## src/rtl/core/hdp_pkg.sv

```systemverilog
// ----------------------------------------------------------------------------
// hdp_pkg
// shared types, codes and name tables for the response body deframer
// ----------------------------------------------------------------------------
package hdp_pkg;

  typedef enum logic [1:0] {
    CMD_DATA    = 2'd0,
    CMD_CLOSE   = 2'd1,
    CMD_RESTART = 2'd2,
    CMD_NONE    = 2'd3
  } cmd_t;

  typedef enum logic [1:0] {
    KIND_BODY = 2'd0,
    KIND_OK   = 2'd1,
    KIND_FAIL = 2'd2
  } kind_t;

  typedef enum logic [2:0] {
    ERR_NONE         = 3'd0,
    ERR_CLOSED_HDR   = 3'd1,
    ERR_HDR_LONG     = 3'd2,
    ERR_REDIRECT     = 3'd3,
    ERR_NO_LOCATION  = 3'd4,
    ERR_STATUS       = 3'd5,
    ERR_CLOSED_CHUNK = 3'd6
  } err_t;

  typedef enum logic [2:0] {
    PH_HEADER   = 3'd0,
    PH_COUNTED  = 3'd1,
    PH_TO_CLOSE = 3'd2,
    PH_SIZE     = 3'd3,
    PH_DATA     = 3'd4,
    PH_SKIP     = 3'd5,
    PH_END      = 3'd6
  } phase_t;

  typedef enum logic [2:0] {
    VS_IDLE      = 3'd0,
    VS_TE_BLANK  = 3'd1,
    VS_TE_MATCH  = 3'd2,
    VS_CL_BLANK  = 3'd3,
    VS_CL_DIGITS = 3'd4
  } vstate_t;

  localparam int unsigned LIMIT_W = 17;
  localparam logic [LIMIT_W-1:0] LIMIT_MAX = 17'd65536;
  localparam logic [31:0] TERMINATOR = 32'h0D0A0D0A;
  localparam logic [7:0] CH_LF = 8'h0A;
  localparam logic [7:0] CH_CR = 8'h0D;

  localparam logic [0:7][7:0]  LOC_NAME = "location";
  localparam logic [0:16][7:0] TE_NAME  = "transfer-encoding";
  localparam logic [0:13][7:0] CL_NAME  = "content-length";
  localparam logic [0:6][7:0]  CHUNKED  = "chunked";

  // header scanner state
  typedef struct packed {
    logic       at_line_start;
    logic [4:0] name_match_pos;
    logic [2:0] name_candidates;
    vstate_t    value_state;
    logic [2:0] found_flags;
    logic       is_chunked;
    logic [2:0] chunked_match_pos;
    logic       length_negative;
  } scan_state_t;

  localparam scan_state_t SCAN_RESET = '{
    at_line_start: 1'b1, name_match_pos: 5'd0, name_candidates: 3'b111,
    value_state: VS_IDLE, found_flags: 3'b000, is_chunked: 1'b0,
    chunked_match_pos: 3'd0, length_negative: 1'b0};

  function automatic logic [7:0] to_lower(input logic [7:0] b);
    return (b >= 8'h41 && b <= 8'h5A) ? b + 8'd32 : b;
  endfunction

  function automatic logic is_digit(input logic [7:0] b);
    return b >= 8'h30 && b <= 8'h39;
  endfunction

endpackage

```

## src/rtl/core/hdp_scan.sv

```systemverilog
// ----------------------------------------------------------------------------
// hdp_scan
// header line scanner: name matching and value parsing for one header byte
// ----------------------------------------------------------------------------
module hdp_scan (
  input  logic [7:0]          data_byte,
  input  hdp_pkg::scan_state_t cur,
  output hdp_pkg::scan_state_t nxt,
  output logic                cl_digit_en,
  output logic [3:0]          cl_digit
);
  import hdp_pkg::*;

  logic [7:0] lb;
  logic [2:0] cand;
  logic [4:0] pos;
  logic [2:0] keep;
  logic [2:0] hit;
  logic [2:0] mpos;
  logic       te_go;

  assign lb       = to_lower(data_byte);
  assign cl_digit = data_byte[3:0];

  always_comb begin
    nxt         = cur;
    cl_digit_en = 1'b0;
    cand        = cur.name_candidates;
    pos         = cur.name_match_pos;
    keep        = 3'b000;
    hit         = 3'b000;
    mpos        = cur.chunked_match_pos;
    te_go       = 1'b0;
    if (data_byte == CH_LF) begin
      nxt.at_line_start   = 1'b1;
      nxt.name_candidates = 3'b000;
      nxt.value_state     = VS_IDLE;
    end else begin
      if (cur.at_line_start) begin
        nxt.at_line_start = 1'b0;
        cand = 3'b111;
        pos  = 5'd0;
      end
      if (cand != 3'b000) begin
        // location
        if (cand[0]) begin
          if (pos < 5'd8) keep[0] = (lb == LOC_NAME[pos[2:0]]);
          else if (pos == 5'd8) hit[0] = (data_byte == 8'h3A);
        end
        // transfer-encoding
        if (cand[1]) begin
          if (pos < 5'd17) keep[1] = (lb == TE_NAME[pos]);
          else if (pos == 5'd17) hit[1] = (data_byte == 8'h3A);
        end
        // content-length
        if (cand[2]) begin
          if (pos < 5'd14) keep[2] = (lb == CL_NAME[pos[3:0]]);
          else if (pos == 5'd14) hit[2] = (data_byte == 8'h3A);
        end
        if (hit != 3'b000) begin
          nxt.name_candidates = 3'b000;
          if ((cur.found_flags & hit) == 3'b000) begin
            nxt.found_flags = cur.found_flags | hit;
            if (hit[1]) nxt.value_state = VS_TE_BLANK;
            else if (hit[2]) nxt.value_state = VS_CL_BLANK;
            else nxt.value_state = VS_IDLE;
          end
        end else begin
          nxt.name_candidates = keep;
        end
        nxt.name_match_pos = (pos < 5'd31) ? pos + 5'd1 : pos;
      end else begin
        case (cur.value_state)
          VS_TE_BLANK: begin
            if (!(data_byte == 8'h20 || data_byte == 8'h09)) begin
              mpos  = 3'd0;
              te_go = 1'b1;
            end
          end
          VS_TE_MATCH: te_go = 1'b1;
          VS_CL_BLANK: begin
            if (data_byte == 8'h20 || data_byte == 8'h09 ||
                data_byte == 8'h0B || data_byte == 8'h0C) begin
              nxt.value_state = VS_CL_BLANK;
            end else if (data_byte == 8'h2B) begin
              nxt.value_state = VS_CL_DIGITS;
            end else if (data_byte == 8'h2D) begin
              nxt.length_negative = 1'b1;
              nxt.value_state     = VS_CL_DIGITS;
            end else if (is_digit(data_byte)) begin
              cl_digit_en     = 1'b1;
              nxt.value_state = VS_CL_DIGITS;
            end else begin
              nxt.value_state = VS_IDLE;
            end
          end
          VS_CL_DIGITS: begin
            if (is_digit(data_byte)) cl_digit_en = 1'b1;
            else nxt.value_state = VS_IDLE;
          end
          default: nxt.value_state = VS_IDLE;
        endcase
        if (te_go) begin
          if (mpos < 3'd7 && lb == CHUNKED[mpos]) begin
            nxt.chunked_match_pos = mpos + 3'd1;
            if (mpos == 3'd6) begin
              nxt.is_chunked  = 1'b1;
              nxt.value_state = VS_IDLE;
            end else begin
              nxt.value_state = VS_TE_MATCH;
            end
          end else begin
            nxt.chunked_match_pos = mpos;
            nxt.value_state       = VS_IDLE;
          end
        end
      end
    end
  end

endmodule

```

## src/rtl/core/http_response_body_deframer.sv

```systemverilog
// ----------------------------------------------------------------------------
// http_response_body_deframer
// parses an http response byte stream and emits the body bytes and a verdict
// ----------------------------------------------------------------------------
//  channel   signals                                        direction
//  input     in_valid/in_ready, command, data_byte          in
//  result    out_valid/out_ready, out_kind, body_byte,      out
//            last_byte, status_code, error_code
//  config    psel, penable, pwrite, paddr, pwdata, prdata   apb slave
//
//  one transfer per cycle while in_ready is high: each byte is processed in the
//  cycle it is accepted and its result (if any) appears in the output register the next cycle.
//  in_ready is high whenever the output register is empty or being drained.
//  synchronous reset returns the parser to the header phase and the header
//  limit to 65536; restart command clears everything but the limit.
module http_response_body_deframer #(
  parameter int LENGTH_BITS = 32
) (
  input  logic        clk,
  input  logic        rst,
  input  logic        in_valid,
  output logic        in_ready,
  input  logic [1:0]  command,
  input  logic [7:0]  data_byte,
  output logic        out_valid,
  input  logic        out_ready,
  output logic [1:0]  out_kind,
  output logic [7:0]  body_byte,
  output logic        last_byte,
  output logic [9:0]  status_code,
  output logic [2:0]  error_code,
  input  logic        psel,
  input  logic        penable,
  input  logic        pwrite,
  input  logic [2:0]  paddr,
  input  logic [31:0] pwdata,
  output logic [31:0] prdata,
  output logic        pready
);
  import hdp_pkg::*;

  localparam logic [LENGTH_BITS-1:0] LEN_MAX = '1;

  // config register
  logic [LIMIT_W-1:0] header_limit;
  logic [LIMIT_W-1:0] limit;

  // parser state
  phase_t                  phase, phase_next;
  logic [31:0]             terminator_window, terminator_window_next;
  logic [LIMIT_W-1:0]      header_count, header_count_next;
  scan_state_t             scan, scan_next, scan_out;
  logic [9:0]              status_value, status_value_next;
  logic                    status_digits_done, status_digits_done_next;
  logic [LENGTH_BITS-1:0]  body_remaining, body_remaining_next;
  logic [LENGTH_BITS-1:0]  chunk_size, chunk_size_next;
  logic                    hex_active, hex_active_next;
  logic [1:0]              crlf_skip, crlf_skip_next;

  logic       res_en;
  kind_t      res_kind;
  logic [7:0] res_byte;
  logic       res_last;
  logic [9:0] res_status;
  err_t       res_err;

  logic                   accept;
  logic                   cl_digit_en;
  logic [3:0]             cl_digit;
  logic [LENGTH_BITS+3:0] dec_sum;
  logic [LENGTH_BITS-1:0] dec_val;
  logic [13:0]            st_sum;
  logic [9:0]             st_end;
  logic [LENGTH_BITS-1:0] rem_dec, chunk_dec;
  logic [3:0]             hex_d;
  logic                   hex_ok;

  assign pready   = 1'b1;
  assign prdata   = (paddr[2] == 1'b0) ? {{(32-LIMIT_W){1'b0}}, header_limit} : 32'd0;
  assign limit    = (header_limit > LIMIT_MAX) ? LIMIT_MAX : header_limit;
  assign in_ready = !out_valid || out_ready;
  assign accept   = in_valid && in_ready;

  always_ff @(posedge clk) begin
    if (rst) begin
      header_limit <= LIMIT_MAX;
    end else if (psel && penable && pwrite && pready && paddr[2] == 1'b0) begin
      header_limit <= pwdata[LIMIT_W-1:0];
    end
  end

  hdp_scan u_scan (
    .data_byte   (data_byte),
    .cur         (scan),
    .nxt         (scan_out),
    .cl_digit_en (cl_digit_en),
    .cl_digit    (cl_digit)
  );

  // content-length accumulate, saturating
  assign dec_sum = ({4'd0, body_remaining} << 3) + ({4'd0, body_remaining} << 1)
                 + {{LENGTH_BITS{1'b0}}, cl_digit};
  assign dec_val = (dec_sum[LENGTH_BITS+3:LENGTH_BITS] != 4'd0) ? LEN_MAX
                 : dec_sum[LENGTH_BITS-1:0];
  // status digits, saturating at 999
  assign st_sum  = {4'd0, status_value} * 14'd10 + {10'd0, data_byte[3:0]};
  assign rem_dec   = body_remaining - 1'b1;
  assign chunk_dec = chunk_size - 1'b1;

  always_comb begin
    hex_ok = 1'b1;
    hex_d  = data_byte[3:0];
    if (is_digit(data_byte)) hex_d = data_byte[3:0];
    else if (to_lower(data_byte) >= 8'h61 && to_lower(data_byte) <= 8'h66)
      hex_d = data_byte[3:0] + 4'd9;
    else hex_ok = 1'b0;
  end

  always_comb begin
    phase_next              = phase;
    terminator_window_next  = terminator_window;
    header_count_next       = header_count;
    scan_next               = scan;
    status_value_next       = status_value;
    status_digits_done_next = status_digits_done;
    body_remaining_next     = body_remaining;
    chunk_size_next         = chunk_size;
    hex_active_next         = hex_active;
    crlf_skip_next          = crlf_skip;
    res_en     = 1'b0;
    res_kind   = KIND_BODY;
    res_byte   = 8'd0;
    res_last   = 1'b0;
    res_status = status_value;
    res_err    = ERR_NONE;
    st_end     = 10'd0;
    if (cmd_t'(command) == CMD_RESTART) begin
      phase_next              = PH_HEADER;
      terminator_window_next  = '0;
      header_count_next       = '0;
      scan_next               = SCAN_RESET;
      status_value_next       = '0;
      status_digits_done_next = 1'b0;
      body_remaining_next     = '0;
      chunk_size_next         = '0;
      hex_active_next         = 1'b1;
      crlf_skip_next          = '0;
    end else if (cmd_t'(command) == CMD_NONE || phase == PH_END) begin
      // nothing to do
    end else if (cmd_t'(command) == CMD_CLOSE) begin
      phase_next = PH_END;
      res_en     = 1'b1;
      if (phase == PH_HEADER) begin
        res_kind   = KIND_FAIL;
        res_status = 10'd0;
        res_err    = ERR_CLOSED_HDR;
      end else if (phase == PH_COUNTED || phase == PH_TO_CLOSE) begin
        res_kind = KIND_OK;
      end else begin
        res_kind = KIND_FAIL;
        res_err  = ERR_CLOSED_CHUNK;
      end
    end else begin
      case (phase)
        PH_HEADER: begin
          header_count_next      = header_count + 1'b1;
          terminator_window_next = {terminator_window[23:0], data_byte};
          scan_next              = scan_out;
          if (cl_digit_en) body_remaining_next = dec_val;
          // status digits start at byte offset 9
          if (header_count >= 17'd9 && !status_digits_done) begin
            if (is_digit(data_byte))
              status_value_next = (st_sum > 14'd999) ? 10'd999 : st_sum[9:0];
            else status_digits_done_next = 1'b1;
          end
          if (terminator_window_next == TERMINATOR) begin
            st_end            = (header_count >= 17'd12) ? status_value_next : 10'd0;
            status_value_next = st_end;
            res_status        = st_end;
            if (st_end >= 10'd300 && st_end < 10'd400) begin
              phase_next = PH_END;
              res_en     = 1'b1;
              res_kind   = KIND_FAIL;
              res_err    = scan_next.found_flags[0] ? ERR_REDIRECT : ERR_NO_LOCATION;
            end else if (st_end < 10'd200 || st_end >= 10'd300) begin
              phase_next = PH_END;
              res_en     = 1'b1;
              res_kind   = KIND_FAIL;
              res_err    = ERR_STATUS;
            end else if (scan_next.is_chunked) begin
              phase_next      = PH_SIZE;
              chunk_size_next = '0;
              hex_active_next = 1'b1;
            end else if (scan_next.found_flags[2] &&
                         !(scan_next.length_negative && body_remaining_next != '0)) begin
              if (body_remaining_next == '0) begin
                phase_next = PH_END;
                res_en     = 1'b1;
                res_kind   = KIND_OK;
              end else begin
                phase_next = PH_COUNTED;
              end
            end else begin
              phase_next = PH_TO_CLOSE;
            end
          end else if (header_count_next > limit) begin
            phase_next = PH_END;
            res_en     = 1'b1;
            res_kind   = KIND_FAIL;
            res_status = 10'd0;
            res_err    = ERR_HDR_LONG;
          end
        end
        PH_COUNTED: begin
          body_remaining_next = rem_dec;
          res_en   = 1'b1;
          res_byte = data_byte;
          if (rem_dec == '0) begin
            phase_next = PH_END;
            res_last   = 1'b1;
          end
        end
        PH_TO_CLOSE: begin
          res_en   = 1'b1;
          res_byte = data_byte;
        end
        PH_SIZE: begin
          if (data_byte == CH_LF) begin
            if (chunk_size == '0) begin
              phase_next = PH_END;
              res_en     = 1'b1;
              res_kind   = KIND_OK;
            end else begin
              phase_next = PH_DATA;
            end
          end else if (hex_active) begin
            if (!hex_ok) hex_active_next = 1'b0;
            else if (chunk_size[LENGTH_BITS-1 -: 4] != 4'd0) chunk_size_next = LEN_MAX;
            else chunk_size_next = {chunk_size[LENGTH_BITS-5:0], hex_d};
          end
        end
        PH_DATA: begin
          chunk_size_next = chunk_dec;
          if (chunk_dec == '0) begin
            phase_next     = PH_SKIP;
            crlf_skip_next = 2'd2;
          end
          res_en   = 1'b1;
          res_byte = data_byte;
        end
        PH_SKIP: begin
          crlf_skip_next = (crlf_skip > 2'd0) ? crlf_skip - 2'd1 : crlf_skip;
          if (crlf_skip_next == 2'd0) begin
            phase_next      = PH_SIZE;
            chunk_size_next = '0;
            hex_active_next = 1'b1;
          end
        end
        default: phase_next = PH_END;
      endcase
    end
  end

  // parser state register
  always_ff @(posedge clk) begin
    if (rst) begin
      phase              <= PH_HEADER;
      terminator_window  <= '0;
      header_count       <= '0;
      scan               <= SCAN_RESET;
      status_value       <= '0;
      status_digits_done <= 1'b0;
      body_remaining     <= '0;
      chunk_size         <= '0;
      hex_active         <= 1'b1;
      crlf_skip          <= '0;
    end else if (accept) begin
      phase              <= phase_next;
      terminator_window  <= terminator_window_next;
      header_count       <= header_count_next;
      scan               <= scan_next;
      status_value       <= status_value_next;
      status_digits_done <= status_digits_done_next;
      body_remaining     <= body_remaining_next;
      chunk_size         <= chunk_size_next;
      hex_active         <= hex_active_next;
      crlf_skip          <= crlf_skip_next;
    end
  end

  // result register
  always_ff @(posedge clk) begin
    if (rst) begin
      out_valid <= 1'b0;
    end else if (accept) begin
      out_valid <= res_en;
    end else if (out_ready) begin
      out_valid <= 1'b0;
    end
  end

  always_ff @(posedge clk) begin
    if (accept && res_en) begin
      out_kind    <= res_kind;
      body_byte   <= res_byte;
      last_byte   <= res_last;
      status_code <= res_status;
      error_code  <= res_err;
    end
  end

  a_last_is_body: assert property (@(posedge clk) disable iff (rst)
    out_valid && last_byte |-> out_kind == KIND_BODY)
    else $error("last_byte on a non-body result");

  a_err_only_fail: assert property (@(posedge clk) disable iff (rst)
    out_valid && error_code != ERR_NONE |-> out_kind == KIND_FAIL)
    else $error("error code on a non-failure result");

  a_restart_clears: assert property (@(posedge clk) disable iff (rst)
    accept && cmd_t'(command) == CMD_RESTART |=> phase == PH_HEADER && !out_valid)
    else $error("restart did not return to header phase");

  a_end_silent: assert property (@(posedge clk) disable iff (rst)
    accept && phase == PH_END |=> !out_valid)
    else $error("result produced after end of response");

endmodule

```

## config.mk

```make
export PLATFORM = sky130hd
export DESIGN_NAME = http_response_body_deframer
export DESIGN_NICKNAME = d
export VERILOG_FILES = /design/src/rtl/core/hdp_pkg.sv /design/src/rtl/core/hdp_scan.sv /design/src/rtl/core/http_response_body_deframer.sv
export SDC_FILE = /design/constraint.sdc
export NUM_CORES = 1
export LEC_CHECK = 0
export BUFFER_PORTS_ARGS = -buffer_cell sky130_fd_sc_hd__buf_2
export CORE_ASPECT_RATIO = 0.9
export CORE_MARGIN = 2
export CORE_UTILIZATION = 45
export DETAILED_ROUTE_END_ITERATION = 6
export GPL_TIMING_DRIVEN = 1
export PLACE_DENSITY_LB_ADDON = 0.1
export SETUP_SLACK_MARGIN = 0.2
export SYNTH_ARGS = -nofsm -noshare
export SYNTH_HDL_FRONTEND = slang
export SYNTH_SLANG_ARGS = --single-unit
```

## constraint.sdc

```tcl
create_clock -name clk -period 7 [get_ports clk]
set_clock_uncertainty 0.1 [all_clocks]
set_input_delay 0.35 -clock clk [delete_from_list [all_inputs] [get_ports clk]]
set_output_delay 0.35 -clock clk [all_outputs]
set_load 0.01 [all_outputs]
```

==> summary.md, run 1 <==
| Metric | Value |
|---|---|
| Outcome | completed |
| Sequential area share after synthesis | 0.2352 |
| Final Routed Wirelength | 55.84 mm |
| HPWL after detailed placement | around 40 mm |
| First-pass GRT wire length | 89.69 mm |
| Pin count of the biggest net entering global routing | 71 |
| Achievable frequency | 0.1648 GHz |
| Full die area | just under 40000 µm² |
| Synthesized instance count | 2253 |
| Weighted congestion at the end of routability-driven global placement | ~0.96 |
| Antenna violation net count after detailed routing | 0 |
| Vias in the first global route | around 16000 |
| Max Used Layer | met4 |
| Class of the most critical hold timing path | input pin to register |
| Kind of start point of the critical path | register |
| Initial DRC count | around 1900 |
| CTS buffer count | 17 |
| TritonCTS clock tree | done |
| Worst EP arrival | slightly above 6 ns |
| Length in cells of the worst reg-to-reg path | 16 |
| Vias | between 15000 and 20000 |
| Final critical delay including setup and external delays | between 6 and 7 ns |
| Peak fanout along the critical path | 24 |
| Reg-to-Reg End | body_byte[7] |
| Crit path required time | around 7.0 ns |
| Per-cell routed wire length | 20.57 µm |
| Remaining routing DRC violations | 0 |
| H-tree level count | 4 |
| Category of the most critical setup path | register to register |
| Clock latency reported for the late side of the worst-skew pair | about 0.48 ns |
| Cell Pwr Density | ~140 nW/µm² |
| Number of nets in the finished design | approximately 2400 |
| Overflow left after global routing | 0 |
| Delay of the slowest critical-path stage | ~0.56 ns |
| Setup repair after global routing missed its margin | false |
| Top-area cell type share of the netlist area | 0.1920 |
| Synthesis-stage register bit count | 184 |
| Antenna Cells | 0 |
| Clk pin slew, worst setup/hold paths | about 0.09 ns |
| Largest buffer count on any clock path | 2 |
| Transition time at the pin with the least slew margin | 1.112 ns |
| Share of the cycle needed by the critical path after routing | 0.8670 |
| Worst Setup End Kind | register |
| Met3 routed WL | around 4 mm |
| # Max-Cap Violations | 0 |
| Static leakage | between 6 and 7 nW |
| Cell type contributing the most total cell area after synthesis | dfxtp_1 |
| Length of routed wiring on met1 | about 26 mm |
| Endpoints failing hold | 0 |
| Crit path max-delay cell type | a2111oi_2 |
| Number of cell rows | 66 |
| Total length of routed met2 wires | between 20 and 25 mm |
| IO Count | roughly 110 |
| Worst-path cell chain | inv_1 -> fa_1 -> inv_1 -> fa_1 -> a211oi_1 -> o21ai_0 -> a22oi_1 -> nand3_2 -> mux2i_1 -> a2111oi_2 -> a21oi_1 -> or4_4 -> nor4_4 -> nand3_1 -> a21boi_2 -> buf_4 |
| Count of unique library cells instantiated by Yosys | ~110 |
| Root cell of the clock tree | clkbuf_16 |
| Buffers on Ports | 77 |
| Ranking of synthesized cells by area | dfxtp_1, ha_1, a21oi_1 |
| FILL cells | approximately 3700 |
| Overall Power | around 0.0025 W |
| Most used standard cells in the synthesized netlist | nand2_1, a21oi_1, o21ai_0 |
| Post-CTS Repair Setup Buffers | 0 |
| Layout-stage area growth over the synthesis result | 7.169% |
| Worst rel slew slack | 0.2562 |
| Effective utilization at floorplan | 0.4592 |
| Share of layout cells above drive strength 1 | 0.08709 |
| Capture point of the worst path | body_byte[7] |
| Number of warning messages in the yosys log | 0 |
| Gates resized, CTS repair | 0 |
| Count of flip-flops with a built-in enable after synthesis | 24 |
| Final-report max-slew violation count | 0 |
| Via density per instance | between 6 and 7 |
| Maximum vdd drop | approximately 0.16 mV |
| Die X | ~210 µm |
| Initial antenna violation count | 0 |
| Dominant register cell in the synthesized netlist | dfxtp_1 |
| Reg2Reg Launch Point | body_remaining[0] |
| Total Negative Setup Slacks | 0 ns |
| Number of sinks driven by the clock tree | roughly 180 |
| Final setup violation count | 0 |
| Overall fraction of global-route tracks in use | 0.2874 |
| Reg2reg setup slack | about 0.93 ns |
| Summed instance area of the synthesized netlist | about 17000 µm² |
| Standard cell core area | between 30000 and 40000 µm² |
| Library cell with the highest instance count after synthesis | nand2_1 |
| Final core utilization | 0.4921 |
| Critical Path Source | body_remaining[0] |
| Share of flip-flops with an asynchronous set or reset | 0 |
| Average size of a mapped cell | 7.406 µm² |
| Detailed Routing Iterations Pass 1 | 6 |
| Die Y-Extent | between 150 and 200 µm |
## cell type report
class                      count  area (µm²)  area share
tap                          476       595.6     0.03331
sequential                   184        3924      0.2194
clock inverter                15       224.0     0.01252
inverter                      65       244.0     0.01364
multi-input combinational   1854       11880      0.6641
clock buffer                  17       425.4     0.02379
timing repair buffer         104       593.1     0.03317
## stage by stage
step	hold WS [ns]	worst slack [ns]	instances	area (µm²)
finish	0.01270	0.9311	2715	17880
global route	0.007228	0.5091	2715	17880
CTS	0.0003439	0.9539	2715	17880
detailed placement	0.3598	0.9933	2682	17220
global placement	0.3513	1.116	2682	17220
floorplan	0.3260	1.114	2267	16740
## cell families after synthesis
| logic type | after synthesis | synth area share |
|---|---|---|
| AOI/OAI and AO/OA | 726 | 0.2794 |
| xor gates and xnor gates | 93 | 0.04882 |
| adders and majority gates | 137 | 0.1045 |
| buffers and inverters | 229 | 0.05819 |
| DFF | 184 | 0.2352 |
| muxes | 8 | 0.005324 |
| other | 2 | 0.0004501 |
| and+or+nand+nor | 874 | 0.2681 |
## repair_timing
action | CTS | global route
hold buffers | 1 | 0
hold endpoints to repair | 1 | 0
endpoints found under the setup margin | 0 | 0
## placed cells by master, fill, tap and decap left out, types with 19 or more instances in the layout
| cell type | n |
|---|---|
| xor2_1 | 26 |
| dfxtp_1 | 160 |
| a22o_1 | 31 |
| o211ai_1 | 32 |
| buf_2 | 76 |
| nor3_1 | 99 |
| nor2_1 | 184 |
| ha_1 | 132 |
| nand2_1 | 235 |
| nand2b_1 | 26 |
| edfxtp_1 | 24 |
| inv_1 | 57 |
| or3_1 | 27 |
| nor4_1 | 43 |
| nand3_1 | 57 |
| and2_1 | 19 |
| a21oi_1 | 220 |
| nor2b_1 | 33 |
| o21ai_0 | 195 |
| nand4_1 | 44 |
| a31oi_1 | 21 |
| xnor2_1 | 67 |
| a22oi_1 | 21 |
| buf_4 | 27 |
## layer usage
metal  GRT usage  vias up
met5           0        -
met4     0.07310        0
met3     0.04244       81
li1            -     8296
met1      0.4250     8258
met2      0.4333      684
## sequential cells by signal, indices dropped and copies added, names as in the netlist
register and count:
out_valid 1, out_kind 2, body_byte 8, header_count 17, phase 3, chunk_size 32
status_code 10, body_remaining 32, hex_active 1, crlf_skip 2, last_byte 1, status_value 10
terminator_window 24, header_limit 17, error_code 3, scan 20, status_digits_done 1
## worst min-delay path by stage
stage,endpoint,depth (start not counted),from
after floorplan,scan[0],2,scan[0]
after global placement,scan[6],2,scan[6]
after detailed placement,terminator_window[16],1,terminator_window[16]
after CTS,header_limit[7],3,pwdata[7]
after global routing,header_limit[9],3,pwdata[9]
final,header_limit[13],3,pwdata[13]
## worst max-delay path: cells and delay by family, from the launching register on
| family | cells | cell delay, ns |
|---|---|---|
| and+or+nand+nor | 4 | 1.44 |
| adders and majority gates | 2 | 1.04 |
| DFF | 1 | 0.53 |
| muxes | 1 | 0.18 |
| AOI/OAI and AO/OA | 6 | 1.84 |
| buffers and inverters | 3 | 0.58 |
## report_power, final
group | leakage [nW] | switching (W) | total [W] | internal (W)
clock network | 0.309 | 0.000561 | 0.00106 | 0.000501
logic | 5.15 | 0.000258 | 0.000372 | 0.000114
registers | 1.51 | 0.0000258 | 0.00112 | 0.00109
No activity file was read; power rests on OpenSTA's default activity.
==> inputs of run 2 (changes only) <==
BUFFER_PORTS_ARGS = -buffer_cell sky130_fd_sc_hd__buf_4   (was -buffer_cell sky130_fd_sc_hd__buf_2)
SLEW_MARGIN = 20   (was default)
==> run 2 against run 1 <==
Worst setup slack worse by 0.080 ns. Fmax decreased by 1.3%. Largest power group unchanged. Via count is essentially flat. Global-route usage fell by 0.059 points. First-iteration DRC count down 11%. Routed wire length rose by 0.13%. Die area unchanged.
==> summary.md, run 2 (synthesis gave the netlist of run 1 again) <==
| Metric | Value |
|---|---|
| Peak fanout along the critical path | 24 (unchanged) |
| # Max-Cap Violations | 0 (unchanged) |
| Crit path required time | 7.03 ns (was 7.04 ns) |
| WHS | 0.01910 ns (was 0.01270 ns) |
| Vias | 17310 (was 17320) |
| Clock latency reported for the late side of the worst-skew pair | 0.47 ns (was 0.48 ns) |
| Effective utilization at floorplan | 0.4592 (unchanged) |
| Antenna Cells | 0 (unchanged) |
| Delay of the slowest critical-path stage | 0.64 ns (was 0.56 ns) |
| Initial antenna violation count | 0 (unchanged) |
| Achievable frequency | 0.1626 GHz (was 0.1648 GHz) |
| Root cell of the clock tree | clkbuf_16 (unchanged) |
| Endpoints failing hold | 0 (unchanged) |
| Overall fraction of global-route tracks in use | 0.2869 (was 0.2874) |
| Die X | 207.0 µm (unchanged) |
| Critical Path Source | body_remaining[0] (unchanged) |
| Kind of start point of the critical path | register (unchanged) |
| Layout-stage area growth over the synthesis result | 7.716% (was 7.169%) |
| Maximum vdd drop | 0.1528 mV (was 0.1623 mV) |
| Worst-path cell chain | inv_1 -> fa_1 -> inv_1 -> fa_1 -> a211oi_1 -> o21ai_0 -> a22oi_1 -> nand3_2 -> mux2i_1 -> a2111oi_2 -> a21oi_1 -> or4_4 -> nor4_4 -> nand3_1 -> a21boi_2 -> buf_4 (unchanged) |
| Clk pin slew, worst setup/hold paths | 0.09 ns (about the same) |
| CTS buffer count | 17 (unchanged) |
| Vias in the first global route | 15930 (was 16050) |
| CTS hold repair buffers | 0 (was 1) |
| Worst EP arrival | 6.18 ns (was 6.11 ns) |
| Post-placement setup slack | 0.8717 ns (was 0.9933 ns) |
| Die Y-Extent | 186.7 µm (unchanged) |
| Final-report max-slew violation count | 0 (unchanged) |
| Class of the most critical hold timing path | input pin to register (unchanged) |
| Final Routed Wirelength | 55.91 mm (was 55.84 mm) |
| Standard cell core area | 36330 µm² (unchanged) |
| Detailed Routing Iterations Pass 1 | 6 (unchanged) |
| H-tree level count | 4 (unchanged) |
| Transition time at the pin with the least slew margin | 1.088 ns (was 1.112 ns) |
| Via density per instance | 6.387 (was 6.379) |
| Static leakage | 6.975 nW (was 6.974 nW) |
| Overflow left after global routing | 0 (unchanged) |
| Outcome | completed (unchanged) |
| Total Negative Setup Slacks | 0 ns (unchanged) |
| Reg2Reg Launch Point | body_remaining[0] (unchanged) |
| Category of the most critical setup path | register to register (unchanged) |
| Slack of the critical path | 0.8507 ns (was 0.9311 ns) |
| Worst rel slew slack | 0.2680 (was 0.2562) |
| Remaining routing DRC violations | 0 (unchanged) |
| Setup repair after global routing missed its margin | false (unchanged) |
| Buffers on Ports | 77 (unchanged) |
| Weighted congestion at the end of routability-driven global placement | 0.9252 (was 0.9575) |
| Number of nets in the finished design | 2410 (was 2415) |
| Cell Pwr Density | 139.5 nW/µm² (was 142.6 nW/µm²) |
| HPWL after detailed placement | 40.33 mm (was 40.46 mm) |
| IO Count | 111 (unchanged) |
| Post-CTS Repair Setup Buffers | 0 (unchanged) |
| Share of the cycle needed by the critical path after routing | 0.8785 (was 0.8670) |
| Crit path max-delay cell type | a2111oi_2 (unchanged) |
| Worst path top cell family by delay | compound AO/OA/AOI/OAI gates (unchanged) |
| Number of cell rows | 66 (unchanged) |
| Pin count of the biggest net entering global routing | 64 (was 71) |
| Final setup violation count | 0 (unchanged) |
| Full die area | 38640 µm² (unchanged) |
| First-pass GRT wire length | 89.62 mm (was 89.69 mm) |
| TritonCTS clock tree | done (unchanged) |
| Initial DRC count | 1674 (was 1875) |
| Antenna violation net count after detailed routing | 0 (unchanged) |
| Worst Setup End Kind | register (unchanged) |
| Final critical delay including setup and external delays | 6.149 ns (was 6.069 ns) |
| Share of layout cells above drive strength 1 | 0.08594 (was 0.08709) |
| Leading cell types in the layout, fill and taps excluded | nand2_1, a21oi_1, o21ai_0 (unchanged) |
| Commonest non-fill, non-tap cell in the layout | nand2_1 (unchanged) |
| Top Registers | body_remaining x32, chunk_size x32, terminator_window x24 (unchanged) |
| Number of sinks driven by the clock tree | 184 (unchanged) |
| Hold_sp | pwdata[16] (was pwdata[13]) |
| Count of buffer and inverter cells on the critical path | 3 (unchanged) |
| Largest buffer count on any clock path | 2 (unchanged) |
| Gates resized, CTS repair | 0 (unchanged) |
| Per-cell routed wire length | 20.63 µm (was 20.57 µm) |
==> run 2: path summary, 6_finish.rpt <==
path | endpoint | slack (ns) | depth (start not counted)
max | body_byte[2] | 0.85 | 16
min | header_limit[16] | 0.02 | 3
max reg2reg | body_byte[2] | 0.85 | 16
min reg2reg | scan[0] | 0.37 | 2
==> run 2: layout make-up <==
class	instances	area (µm²)
Inverter	65	244.0
Timing Repair Buffer	99	743.2
Fill cell	3686	18360
Clock buffer	17	425.4
Multi-Input combinational cell	1854	11870
Clock inverter	15	170.2
Sequential cell	184	3924
Tap cell	476	595.6
==> run 2: power breakdown <==
group | total (W) | internal (W) | switching [W] | leakage [nW]
Combinational | 0.000379 | 0.000123 | 0.000256 | 5.17
Sequential | 0.00112 | 0.00109 | 0.0000264 | 1.51
Clock | 0.00101 | 0.000483 | 0.000529 | 0.286
Total | 0.00251 | 0.00170 | 0.000812 | 6.97
==> run 2: through the flow <==
step                total power (W)  instances  instance area, µm²    util
floorplan                  0.001386       2267               16740       -
global route               0.002602       2710               17970  0.4947
finish                     0.002508       2710               17970  0.4947
global placement           0.001509       2678               17380  0.4782
detailed placement         0.001513       2678               17380  0.4782
CTS                        0.002519       2710               17970  0.4946
==> run 2: worst register-to-register path: stages, from the launching register on <==
cell	delay, ns
dfxtp_1	0.53
inv_1	0.16
fa_1	0.53
inv_1	0.07
fa_1	0.51
a211oi_1	0.34
o21ai_0	0.25
a22oi_1	0.41
nand3_2	0.16
mux2i_1	0.17
a2111oi_2	0.64
a21oi_1	0.14
or4_4	0.55
nor4_4	0.54
nand3_1	0.22
a21boi_2	0.15
buf_4	0.34
==> run 2: layer usage <==
metal | up-vias | GRT usage | wire length (µm)
li1 | 8263 | - | -
met1 | 8329 | 0.4192 | 26180
met4 | 0 | 0.07065 | 1015
met2 | 648 | 0.4376 | 24970
met5 | - | 0 | 0
met3 | 70 | 0.04488 | 3748
==> inputs of run 3 (changes only) <==
CTS_BUF_LIST = sky130_fd_sc_hd__clkbuf_4 sky130_fd_sc_hd__clkbuf_8   (was default)
SYNTH_HIERARCHICAL = 1   (was default)
==> run 3 against run 2 <==
Die area up 3.6%. Combinational power up 42%. Clock power down 23%. Register-to-register slack better by 0.19 ns. Sequential share of layout area down 0.73 points. Cell count up 5.4%. Critical path type unchanged. Largest power group unchanged. Highest routed layer unchanged.
==> summary.md, run 3 <==
| Metric | Value |
|---|---|
| Crit path max-delay cell type | fa_1 (was a2111oi_2) |
| Top Registers | body_remaining x32, chunk_size x32, terminator_window x24 (unchanged) |
| Via density per instance | 6.306 (was 6.387) |
| Count of flip-flops with a built-in enable after synthesis | 24 (unchanged) |
| Root cell of the clock tree | clkbuf_8 (was clkbuf_16) |
| Worst Setup End Kind | register (unchanged) |
| Total Negative Setup Slacks | 0 ns (unchanged) |
| Gates resized, CTS repair | 0 (unchanged) |
| Share of layout cells above drive strength 1 | 0.07692 (was 0.08594) |
| Number of cell rows | 68 (was 66) |
| # Max-Cap Violations | 0 (unchanged) |
| Detailed Routing Iterations Pass 1 | 5 (was 6) |
| Average size of a mapped cell | 7.281 µm² (was 7.406 µm²) |
| Max Used Layer | met4 (unchanged) |
| Kind of start point of the critical path | register (unchanged) |
| Initial DRC count | 2000 (was 1674) |
| Most used standard cells in the synthesized netlist | nor2_1, nand2_1, a21oi_1 (was nand2_1, a21oi_1, o21ai_0) |
| Vias in the first global route | 16740 (was 15930) |
| Category of the most critical setup path | register to register (unchanged) |
| Maximum vdd drop | 0.1114 mV (was 0.1528 mV) |
| FILL cells | 3812 (was 3686) |
| Largest buffer count on any clock path | 2 (unchanged) |
| Initial antenna violation count | 0 (unchanged) |
| Final-report max-slew violation count | 0 (unchanged) |
| Summed instance area of the synthesized netlist | 17290 µm² (was 16690 µm²) |
| Commonest non-fill, non-tap cell in the layout | nor2_1 (was nand2_1) |
| Standard cell core area | 38120 µm² (was 36330 µm²) |
| IO Count | 111 (unchanged) |
| Library cell with the highest instance count after synthesis | nor2_1 (was nand2_1) |
| First-pass GRT wire length | 89.06 mm (was 89.62 mm) |
| Worst-path cell chain | inv_1 -> fa_1 -> inv_1 -> fa_1 -> a21o_1 -> a221oi_2 -> buf_4 -> a2111o_1 -> a21boi_0 -> o21ai_0 -> nand3_1 -> nor3_1 -> o2111ai_1 -> nor4_1 -> buf_4 -> and3b_1 -> o31ai_1 -> nor2b_2 -> buf_4 (was inv_1 -> fa_1 -> inv_1 -> fa_1 -> a211oi_1 -> o21ai_0 -> a22oi_1 -> nand3_2 -> mux2i_1 -> a2111oi_2 -> a21oi_1 -> or4_4 -> nor4_4 -> nand3_1 -> a21boi_2 -> buf_4) |
| Static leakage | 7.457 nW (was 6.975 nW) |
| Leading cell types in the layout, fill and taps excluded | nor2_1, nand2_1, a21oi_1 (was nand2_1, a21oi_1, o21ai_0) |
| Crit path top cell by count | buf_4 |
| Class of the most critical hold timing path | input pin to register (unchanged) |
| CTS buffer count | 17 (unchanged) |
| Cell Count, Final, Fillers Out | 2856 (was 2710) |
| Number of warning messages in the yosys log | 6 (was 0) |
| Number of nets in the finished design | 2542 (was 2410) |
| Die X | 210.6 µm (was 207.0 µm) |
| Pin count of the biggest net entering global routing | 91 (was 64) |
| Met3 routed WL | 2.991 mm (was 3.748 mm) |
| Top-area cell type share of the netlist area | 0.1852 (was 0.1920) |
| Crit path required time | 7.09 ns (was 7.03 ns) |
| Effective utilization at floorplan | 0.4537 (was 0.4592) |
| Layout-stage area growth over the synthesis result | 7.525% (was 7.716%) |
| Synthesis-stage register bit count | 184 (unchanged) |
| Synthesized instance count | 2375 (was 2253) |
| Total length of routed met2 wires | 24.81 mm (was 24.97 mm) |
| Full die area | 40010 µm² (was 38640 µm²) |
| Peak fanout along the critical path | 18 (was 24) |
| Antenna Cells | 0 (unchanged) |
| Per-cell routed wire length | 19.45 µm (was 20.63 µm) |
| Ranking of synthesized cells by area | dfxtp_1, ha_1, nor2_1 (was dfxtp_1, ha_1, a21oi_1) |
| Sequential area share after synthesis | 0.2269 (was 0.2352) |
| Vias | 18010 (was 17310) |
| Final Routed Wirelength | 55.54 mm (was 55.91 mm) |
| Delay of the slowest critical-path stage | 0.56 ns (was 0.64 ns) |
| Transition time at the pin with the least slew margin | 1.043 ns (was 1.088 ns) |
| Buffers on Ports | 77 (unchanged) |
| Overall fraction of global-route tracks in use | 0.2720 (was 0.2869) |
| Endpoints failing hold | 0 (unchanged) |
| HPWL after detailed placement | 39.65 mm (was 40.33 mm) |
| Post-CTS Repair Setup Buffers | 0 (unchanged) |
| Antenna violation net count after detailed routing | 0 (unchanged) |
| Clock latency reported for the late side of the worst-skew pair | 0.50 ns (was 0.47 ns) |
| Cell type contributing the most total cell area after synthesis | dfxtp_1 (unchanged) |
| H-tree level count | 4 (unchanged) |
| Reg2reg setup slack | 1.04 ns (was 0.85 ns) |
| Length of routed wiring on met1 | 26.34 mm (was 26.18 mm) |
| WHS | 0.1634 ns (was 0.01910 ns) |
| Worst EP arrival | 6.05 ns (was 6.18 ns) |
| Weighted congestion at the end of routability-driven global placement | 0.9126 (was 0.9252) |
| Cell Pwr Density | 131.4 nW/µm² (was 139.5 nW/µm²) |
| Cell Count Post-Placement | 2807 (was 2678) |
| TritonCTS clock tree | done (unchanged) |
| Overflow left after global routing | 0 (unchanged) |
| Final std cell area, no fill | 18590 µm² (was 17970 µm²) |
| Share of flip-flops with an asynchronous set or reset | 0 (unchanged) |
| Final setup violation count | 0 (unchanged) |
| Outcome | completed (unchanged) |
| Achievable frequency | 0.1679 GHz (was 0.1626 GHz) |
| Worst rel slew slack | 0.2996 (was 0.2680) |
| Clk pin slew, worst setup/hold paths | 0.12 ns (was 0.09 ns) |
| Number of sinks driven by the clock tree | 184 (unchanged) |
| Post-placement cell area | 17980 µm² (was 17380 µm²) |
| Dominant register cell in the synthesized netlist | dfxtp_1 (unchanged) |
| Remaining routing DRC violations | 0 (unchanged) |
| Share of the cycle needed by the critical path after routing | 0.8508 (was 0.8785) |
| Setup repair after global routing missed its margin | false (unchanged) |
| Die Y-Extent | 190.0 µm (was 186.7 µm) |
| Count of unique library cells instantiated by Yosys | 88 (was 106) |
| Final critical delay including setup and external delays | 5.956 ns (was 6.149 ns) |
## run 3: through the flow
stage	total power [W]	utilization	setup WS, ns
after floorplan	0.001516	-	1.055
after global placement	0.001667	0.4717	1.059
after detailed placement	0.001671	0.4717	0.9883
after CTS	0.002461	0.4877	1.080
after global routing	0.002567	0.4878	0.5510
final	0.002443	0.4878	1.044
## run 3: worst paths after layout
check                                       start                   end  depth (start not counted)
worst max-delay path            body_remaining[0]           out_kind[0]                         19
worst min-delay path                 data_byte[7]  terminator_window[7]                          3
worst max register to register  body_remaining[0]           out_kind[0]                         19
worst min register to register     chunk_size[30]        chunk_size[30]                          2
## run 3: critical path: cells and delay by family (launching register included)
kind	cells	cell delay [ns]
buffers and inverters	5	0.91
and+or+nand+nor	5	1.63
AOI/OAI and AO/OA	7	1.46
DFF	1	0.52
adders and majority gates	2	1.02
## run 3: final cells by class
| class | count | area (µm²) | area share |
|---|---|---|---|
| Inverter | 60 | 225.2 | 0.01211 |
| Sequential cell | 184 | 3924 | 0.2110 |
| Multi-Input combinational cell | 1974 | 12480 | 0.6713 |
| Timing Repair Buffer | 116 | 913.4 | 0.04913 |
| Clock inverter | 15 | 202.7 | 0.01090 |
| Clock buffer | 17 | 234.0 | 0.01258 |
| Tap cell | 490 | 613.1 | 0.03297 |
## run 3: kinds of logic (layout without fill, tap and decap cells)
group                      Yosys count  after routing  share of synthesized area
AOI/OAI and AO/OA                  746            746                     0.2800
xor gates and xnor gates            86             86                    0.04356
adders and majority gates          137            137                     0.1009
buffers and inverters              231            208                    0.05651
DFF                                184            184                     0.2269
muxes                               16             16                   0.009551
other                                2             16                  0.0004343
and+or+nand+nor                    973            973                     0.2821
## run 3: repair_timing
item | 4_1_cts | 5_1_grt
endpoints found under the hold margin | 17 | 0
hold buffers | 17 | 0
endpoints found under the setup margin | 0 | 0
## run 3: metal layers
metal  global-route usage  vias to the layer above
met2               0.4297                      592
met1               0.3868                     8648
met4              0.09372                        0
li1                     -                     8690
met5                    0                        -
met3              0.02641                       81
## run 3: power by group
group | leakage (nW) | internal [W] | switching, W
clock network | 0.216 | 0.000283 | 0.000495
logic | 5.72 | 0.000178 | 0.000360
registers | 1.52 | 0.00109 | 0.0000333
